### config.mk
export PLATFORM = sky130hd
export DESIGN_NAME = three_wire_rtc_bus_master_core
export DESIGN_NICKNAME = d
export VERILOG_FILES = /design/src/design/rtcbm_pkg.sv /design/src/design/rtcbm_engine.sv /design/src/design/three_wire_rtc_bus_master_core.sv
export SDC_FILE = /design/constraint.sdc
export NUM_CORES = 1
export LEC_CHECK = 0
export BUFFER_PORTS_ARGS = -buffer_cell sky130_fd_sc_hd__buf_4
export CAP_MARGIN = 10
export CORE_ASPECT_RATIO = 1.25
export CORE_MARGIN = 2
export CORE_UTILIZATION = 50
export DETAILED_ROUTE_END_ITERATION = 10
export GPL_ROUTABILITY_DRIVEN = 0
export PLACE_DENSITY = 0.75
export SLEW_MARGIN = 30
export SYNTH_ARGS = -nofsm -noshare
export SYNTH_HDL_FRONTEND = slang
export SYNTH_SLANG_ARGS = --single-unit
### constraint.sdc
create_clock -name clk -period 4.3 [get_ports clk]
set_input_delay 0.86 -clock clk [delete_from_list [all_inputs] [get_ports clk]]
set_output_delay 0.86 -clock clk [all_outputs]
set_load 0.05 [all_outputs]
### src/design/rtcbm_pkg.sv
// ----------------------------------------------------------------------------
// Three-wire RTC bus master package
// Shared field layouts, request codes and constants for the bus master.
// ----------------------------------------------------------------------------
package rtcbm_pkg;

	localparam int unsigned HALF_W        = 16;
	localparam int unsigned BYTE_CNT_W    = 3;
	localparam int unsigned BURST_BYTES_D = 8;
	localparam logic [HALF_W-1:0] HALF_RESET = 16'd100;

	// Command byte for a clock burst read. The read bit is added when it is sent.
	localparam logic [7:0] BURST_CMD = 8'hBE;
	localparam logic [7:0] READ_BIT  = 8'h01;

	typedef enum logic [1:0] {
		FUNC_NONE  = 2'd0,
		FUNC_WRITE = 2'd1,
		FUNC_READ  = 2'd2,
		FUNC_BURST = 2'd3
	} func_t;

	typedef struct packed {
		logic       io_pin_in;
		logic [7:0] write_data;
		logic [7:0] command_byte;
		func_t      func;
	} item_t;

	typedef struct packed {
		logic                  done_res;
		logic [BYTE_CNT_W-1:0] byte_number;
		logic                  read_valid;
		logic [7:0]            read_byte;
		logic                  busy_res;
		logic                  io_pin_out;
		logic                  io_drive_enable;
		logic                  serial_clock;
		logic                  chip_enable;
	} result_t;

endpackage

### src/design/rtcbm_engine.sv
// ----------------------------------------------------------------------------
// Three-wire RTC bus master engine
// Holds the bus state and advances it by one tick per stepped item.
// ----------------------------------------------------------------------------
module rtcbm_engine
	import rtcbm_pkg::*;
#(
	parameter int unsigned BURST_BYTES = BURST_BYTES_D
) (
	input  logic              clk,
	input  logic              arst_n,
	input  logic              step_en,
	input  item_t             item,
	input  logic [HALF_W-1:0] half_period_ticks,
	output result_t           result
);

	typedef enum logic [2:0] {
		PH_IDLE  = 3'd0,
		PH_CMD   = 3'd1,
		PH_WDATA = 3'd2,
		PH_READ  = 3'd3,
		PH_TAIL  = 3'd4
	} phase_t;

	localparam logic [BYTE_CNT_W:0] LAST_BYTES = (BYTE_CNT_W+1)'(BURST_BYTES);

	phase_t                phase_q, phase_n;
	func_t                 kind_q, kind_n;
	logic [7:0]            shift_q, shift_n;
	logic [7:0]            hold_q, hold_n;
	logic [2:0]            bit_q, bit_n;
	logic [BYTE_CNT_W-1:0] byte_q, byte_n;
	logic [HALF_W-1:0]     tick_q, tick_n;
	logic                  sclk_q, sclk_n;
	logic                  drv_en_q, drv_en_n;
	logic                  drv_lvl_q, drv_lvl_n;

	logic [HALF_W-1:0]     half;
	logic [HALF_W-1:0]     tick_inc;
	logic [BYTE_CNT_W:0]   byte_inc;
	logic                  valid;
	logic [7:0]            rbyte;
	logic [BYTE_CNT_W-1:0] rnum;
	logic                  done;

	always_comb begin
		half     = (half_period_ticks == '0) ? HALF_W'(1) : half_period_ticks;
		tick_inc = tick_q + HALF_W'(1);
		byte_inc = {1'b0, byte_q} + (BYTE_CNT_W+1)'(1);

		phase_n   = phase_q;
		kind_n    = kind_q;
		shift_n   = shift_q;
		hold_n    = hold_q;
		bit_n     = bit_q;
		byte_n    = byte_q;
		tick_n    = tick_q;
		sclk_n    = sclk_q;
		drv_en_n  = drv_en_q;
		drv_lvl_n = drv_lvl_q;
		valid     = 1'b0;
		rbyte     = '0;
		rnum      = '0;
		done      = 1'b0;

		if (phase_q == PH_IDLE) begin
			if (item.func != FUNC_NONE) begin
				kind_n = item.func;
				unique case (item.func)
					FUNC_WRITE: shift_n = item.command_byte;
					FUNC_READ:  shift_n = item.command_byte | READ_BIT;
					default:    shift_n = BURST_CMD | READ_BIT;
				endcase
				hold_n    = item.write_data;
				bit_n     = '0;
				byte_n    = '0;
				tick_n    = '0;
				sclk_n    = 1'b0;
				drv_en_n  = 1'b1;
				drv_lvl_n = shift_n[0];
				phase_n   = PH_CMD;
			end
		end else begin
			tick_n = tick_inc;
			if (tick_inc >= half) begin
				tick_n = '0;
				unique case (phase_q)
					PH_CMD, PH_WDATA: begin
						if (!sclk_q) begin
							sclk_n = 1'b1;
						end else begin
							sclk_n = 1'b0;
							if (bit_q == 3'd7) begin
								bit_n = '0;
								if (phase_q == PH_WDATA) begin
									phase_n = PH_IDLE;
									done    = 1'b1;
								end else if (kind_q == FUNC_WRITE) begin
									phase_n   = PH_WDATA;
									shift_n   = hold_q;
									drv_lvl_n = hold_q[0];
								end else begin
									phase_n  = PH_READ;
									drv_en_n = 1'b0;
									shift_n  = '0;
									byte_n   = '0;
								end
							end else begin
								bit_n     = bit_q + 3'd1;
								shift_n   = shift_q >> 1;
								drv_lvl_n = shift_q[1];
							end
						end
					end
					PH_READ: begin
						if (!sclk_q) begin
							shift_n         = shift_q;
							shift_n[bit_q]  = shift_q[bit_q] | item.io_pin_in;
							sclk_n          = 1'b1;
							if (bit_q == 3'd7) begin
								valid = 1'b1;
								rbyte = shift_n;
								rnum  = byte_q;
							end
						end else begin
							sclk_n = 1'b0;
							if (bit_q == 3'd7) begin
								bit_n = '0;
								if (kind_q != FUNC_BURST || byte_inc >= LAST_BYTES) begin
									phase_n = PH_TAIL;
								end else begin
									byte_n  = byte_inc[BYTE_CNT_W-1:0];
									shift_n = '0;
								end
							end else begin
								bit_n = bit_q + 3'd1;
							end
						end
					end
					default: begin
						phase_n = PH_IDLE;
						done    = 1'b1;
						if (kind_q == FUNC_BURST) begin
							drv_en_n  = 1'b1;
							drv_lvl_n = 1'b1;
						end
					end
				endcase
			end
		end

		result.chip_enable     = (phase_n != PH_IDLE);
		result.serial_clock    = sclk_n;
		result.io_drive_enable = drv_en_n;
		result.io_pin_out      = drv_en_n & drv_lvl_n;
		result.busy_res        = (phase_n != PH_IDLE);
		result.read_byte       = rbyte;
		result.read_valid      = valid;
		result.byte_number     = rnum;
		result.done_res        = done;
	end

	always_ff @(posedge clk or negedge arst_n) begin
		if (!arst_n) begin
			phase_q   <= PH_IDLE;
			kind_q    <= FUNC_NONE;
			shift_q   <= '0;
			hold_q    <= '0;
			bit_q     <= '0;
			byte_q    <= '0;
			tick_q    <= '0;
			sclk_q    <= 1'b0;
			drv_en_q  <= 1'b1;
			drv_lvl_q <= 1'b1;
		end else if (step_en) begin
			phase_q   <= phase_n;
			kind_q    <= kind_n;
			shift_q   <= shift_n;
			hold_q    <= hold_n;
			bit_q     <= bit_n;
			byte_q    <= byte_n;
			tick_q    <= tick_n;
			sclk_q    <= sclk_n;
			drv_en_q  <= drv_en_n;
			drv_lvl_q <= drv_lvl_n;
		end
	end

endmodule

### src/design/three_wire_rtc_bus_master_core.sv
// ----------------------------------------------------------------------------
// Three-wire RTC bus master core
// Tick-driven master for a three-wire (CE, SCLK, IO) real-time-clock bus.
// ----------------------------------------------------------------------------
// Every input transaction is one bus tick: it carries the sampled IO level and,
// while the master is idle, an optional request (single write, single read or
// clock burst read). Every input transaction yields exactly one output
// transaction with the pin levels for that tick plus any read byte completed.
// The core takes one transaction per clock cycle when the output side keeps up:
// an input register feeds a single pass of the tick logic, whose result lands in
// an output register, from which the output side takes each result. Only a
// stalled output side slows the input down. A new input is taken while a result
// still waits in the output register, as long as the input register can move
// forward. The half period in ticks between SCLK edges is set through
// cfg_we/cfg_wdata (reset 100, zero acts as one) and should be written only
// while no transaction is in flight.
// ----------------------------------------------------------------------------
module three_wire_rtc_bus_master_core
	import rtcbm_pkg::*;
#(
	parameter int unsigned BURST_BYTES = BURST_BYTES_D
) (
	input  logic              clk,
	input  logic              arst_n,
	// Configuration: half period in ticks.
	input  logic              cfg_we,
	input  logic [HALF_W-1:0] cfg_wdata,
	// Input stream.
	input  logic              s_tvalid,
	output logic              s_tready,
	// s_tdata: command_byte[7:0], write_data[15:8], io_pin_in[16], zero pad [23:17].
	input  logic [23:0]       s_tdata,
	// s_tuser: func[1:0].
	input  logic [1:0]        s_tuser,
	// Output stream.
	output logic              m_tvalid,
	input  logic              m_tready,
	// m_tdata: chip_enable[0], serial_clock[1], io_drive_enable[2], io_pin_out[3],
	// busy_res[4], read_byte[12:5], byte_number[15:13], done_res[16], zero pad [23:17].
	output logic [23:0]       m_tdata,
	// m_tuser: read_valid[0].
	output logic              m_tuser
);

	logic [HALF_W-1:0] half_q;
	item_t             item_s1;
	logic              valid_s1;
	result_t           step_res;
	result_t           res_s2;
	logic              valid_s2;
	logic              advance;
	logic              take_in;

	// The stage-one transaction moves into the tick logic when the output
	// register is empty or is being drained in this cycle.
	assign advance  = valid_s1 && (!valid_s2 || m_tready);
	assign s_tready = !valid_s1 || advance;
	assign take_in  = s_tvalid && s_tready;

	always_ff @(posedge clk or negedge arst_n) begin
		if (!arst_n) begin
			half_q <= HALF_RESET;
		end else if (cfg_we) begin
			half_q <= cfg_wdata;
		end
	end

	// Input register.
	always_ff @(posedge clk or negedge arst_n) begin
		if (!arst_n) begin
			valid_s1 <= 1'b0;
		end else if (take_in) begin
			valid_s1 <= 1'b1;
		end else if (advance) begin
			valid_s1 <= 1'b0;
		end
	end

	always_ff @(posedge clk) begin
		if (take_in) begin
			item_s1.func         <= func_t'(s_tuser);
			item_s1.command_byte <= s_tdata[7:0];
			item_s1.write_data   <= s_tdata[15:8];
			item_s1.io_pin_in    <= s_tdata[16];
		end
	end

	// Bus state and the per-tick logic; state advances once per transaction.
	rtcbm_engine #(
		.BURST_BYTES(BURST_BYTES)
	) u_engine (
		.clk              (clk),
		.arst_n           (arst_n),
		.step_en          (advance),
		.item             (item_s1),
		.half_period_ticks(half_q),
		.result           (step_res)
	);

	// Output register.
	always_ff @(posedge clk or negedge arst_n) begin
		if (!arst_n) begin
			valid_s2 <= 1'b0;
		end else if (advance) begin
			valid_s2 <= 1'b1;
		end else if (m_tready) begin
			valid_s2 <= 1'b0;
		end
	end

	always_ff @(posedge clk) begin
		if (advance) begin
			res_s2 <= step_res;
		end
	end

	assign m_tvalid = valid_s2;
	assign m_tuser  = res_s2.read_valid;
	assign m_tdata  = {7'd0, res_s2.done_res, res_s2.byte_number, res_s2.read_byte,
		res_s2.busy_res, res_s2.io_pin_out, res_s2.io_drive_enable,
		res_s2.serial_clock, res_s2.chip_enable};

endmodule
==> metrics.cfg <==
[logic_synthesis]
synthTopCellsByArea = dfrtp_1 (27%), edfxtp_1 (20%), ha_1 (5.2%)
synth_top_area_frac = 0.269
synth_cell_types = 66
syn_avg_cell_area_sq_um = 10.3
synth_area_sq_um = 5480
ys_seq_elements = 100
ys.flop_type = dfrtp_1
synth_top_area_cell = dfrtp_1
syn_inst = 534
ys_seq_area_frac = 0.490
async_flop_share = 0.640
synth_edf_count = 36
ys_warn_count = 0

[clock_tree]
clockBufferDepth = 2
cts_inserted_buffers = 9
cts_max_level = 3
root_buffer = clkbuf_16
cts.clk_slew.worst_paths_ns = 0.08
cts_resized = 0
holdBufCountCts = 0
cts_tree = yes
cts_setup_buffers = 0
cts.sinks = 100
clock_latency_ns = 0.35

[timing]
fmax_mhz = 264
relSlewSlack = 0.456
worst_slew_pin_slew_ns = 0.816
setup_violations = 0
hold_ws_ns = 0.477
slew_viol_final = 0
finalCriticalPeriod_ns = 3.78
fin_crit_sh = 0.880
clock_skew_ns = 0.0113
timing.setup.tns_ns = 0
hold_violations = 0
rsz0062_at_grt = no

[floorplan]
dieArea_sq_um = 11800
io_pins = 74
core_sq_um = 10600
die_y_microns = 121
fp.dieW_microns = 97.7
rows = 42
initial_core_util = 0.517

[final_layout]
drive_gt1_frac = 0.197
fin_util = 0.589
syn2layout_area_growth_pct = 13.9
fillers = 883
nNetsFinal = 649
num_antenna_cells = 0

[route]
route.met2.wl_mm = 5.95
drtIter0Drc = 270
drc = 0
wl_met3_microns = 492
drtPass1Iterations = 5
wl_met1_mm = 4.93
wl_per_cell_microns = 16.5
drtAntennaViolNets = 0
vias = 4138
routed_wl_mm = 11.8
topRoutingLayerUsed = met4
via_per_inst = 5.78

[power]
power_frac_seq = 0.462
p_sw_w = 0.000952
p_int_w = 0.00191
power_density_nw_per_um2 = 457
p_comb_frac = 0.261
power.leakage_nw = 2.65
vdd_drop_max_mv = 0.323
p_total_w = 0.00286
swShare = 0.333
clockPowerShare = 0.277

[hold_path]
min_to = u_engine.hold_q[6]$_DFFE_PN0P_
hold_start = item_s1[16]$_DFFE_PP_
whs_path_depth = 1
min_path_type = flop to flop

[global_routing]
grtUsageTotal = 0.209
gr-total-overflow = 0
grt_pass1_vias = 4147
grt_pass1_wl_mm = 19.7
antenna_found_initial = 0
grt_max_degree = 65

[setup_path]
crit_top_cell = nand3_1
reg2regPathDepth = 12
path_delay_family = simple AND/OR/NAND/NOR gates
cp-end-kind = flop
crit_path_cell_trace = and3_1, nand3_2, nor3_1, nand3_1, xnor2_1, ha_1, and4_1, nand4_1, a311o_1, a31oi_4, nand3_1, a211oi_1
worstSetupPathType = flop to flop
path_buf_inv = 0
cp-start-kind = flop
worstPathRequired_ns = 4.47
reg2reg_slack_ns = 0.52
cpMaxStageDelayCell = dfrtp_1
cp_max_fo = 11
r2r-end = m_tdata[6]$_SDFFCE_PP0P_
r2r_start = u_engine.tick_q[2]$_DFFE_PN0P_
worstPathArrival_ns = 3.96
max_stage_delay_ns = 0.43

[placed_design]
io_buffers = 59
hpwl_mm = 8.75

[run]
drv_cap = 0

[status]
status = complete, no violations

power groups by stage:
stage | logic, W | registers [W] | clock network [W]
global placement | 0.000711 | 0.00133 | 0
CTS | 0.000748 | 0.00132 | 0.000804
floorplan | 0.000547 | 0.00132 | 0
global route | 0.000824 | 0.00135 | 0.000842
detailed placement | 0.000745 | 0.00134 | 0
finish | 0.000745 | 0.00132 | 0.000792
sequential cells by signal, summed over array words and instances (netlist names), 2 cells and up:
name and count:
item_s1 19, half_q 16, m_tdata 16, u_engine.tick_q 16, u_engine.hold_q 8, u_engine.shift_q 8, u_engine.bit_q 3, u_engine.byte_q 3
u_engine.phase_q 3, u_engine.kind_q 2
placed cells by master (no fill, tap or decap), types with 13 or more instances in the layout:
cell       n
nor2_1    34
o21ai_0   34
nand3_1   13
nand2_1   52
buf_4     63
edfxtp_1  36
a21oi_1   28
dfrtp_1   59
inv_1     30
ha_1      23
mux2_2    15
cell families (layout without fill, tap and decap cells):
group / after synthesis / after routing / share of synthesized area
compound gates: 136 / 136 / 0.173
xor+xnor: 13 / 13 / 0.0208
fa+ha+maj: 23 / 23 / 0.0525
buf+inv: 66 / 110 / 0.0561
flops: 100 / 100 / 0.490
mux: 20 / 20 / 0.0431
other cells: 1 / 7 / 0.000684
simple gates: 175 / 175 / 0.164
layer usage:
layer  track usage  vias up
met3        0.0294       32
met1         0.252     1962
met5             0        -
li1              -     2026
met2         0.365      118
met4         0.110        0
worst max-delay path by stage:
stage | end | slack (ns) | cells after the start | start
2_1_floorplan | m_tdata[3]$_DFFE_PP_ | 1.0 | 13 | u_engine.tick_q[2]$_DFFE_PN0P_
3_3_place_gp | m_tdata[8]$_SDFFCE_PP0P_ | 0.61 | 12 | u_engine.tick_q[2]$_DFFE_PN0P_
3_5_place_dp | m_tdata[8]$_SDFFCE_PP0P_ | 0.54 | 12 | u_engine.tick_q[2]$_DFFE_PN0P_
4_1_cts | m_tdata[8]$_SDFFCE_PP0P_ | 0.52 | 12 | u_engine.tick_q[2]$_DFFE_PN0P_
5_1_grt | m_tdata[6]$_SDFFCE_PP0P_ | 0.21 | 12 | u_engine.tick_q[2]$_DFFE_PN0P_
6_report | m_tdata[6]$_SDFFCE_PP0P_ | 0.52 | 12 | u_engine.tick_q[2]$_DFFE_PN0P_
synthesized netlist by cell type, drive strengths merged, types with 10 or more instances:
cell type,count
o21ai,34
o2bb2ai,12
dfrtp,59
clkbuf,16
a22o,10
buf,19
nand3,14
mux2,16
edfxtp,36
nand2,53
ha,23
inv,31
a21oi,29
nor2,35
a211oi,11
stage by stage:
stage	area, sq um	std cells	setup WS [ns]
after floorplan	5510	540	0.998
after global placement	5950	700	0.614
after detailed placement	5950	700	0.539
after CTS	6250	716	0.523
after global routing	6250	716	0.214
final	6250	716	0.516
final cells by class:
cell class / count / area [sq um] / share of cell area
Clock buffer: 9 / 225 / 0.0361
Clock inverter: 7 / 70.1 / 0.0112
Inverter: 31 / 116 / 0.0186
Multi-Input combinational cell: 374 / 2510 / 0.402
Sequential cell: 100 / 2690 / 0.430
Tap cell: 132 / 165 / 0.0264
Timing Repair Buffer: 63 / 473 / 0.0757
Power figures use the tool's default switching activity.
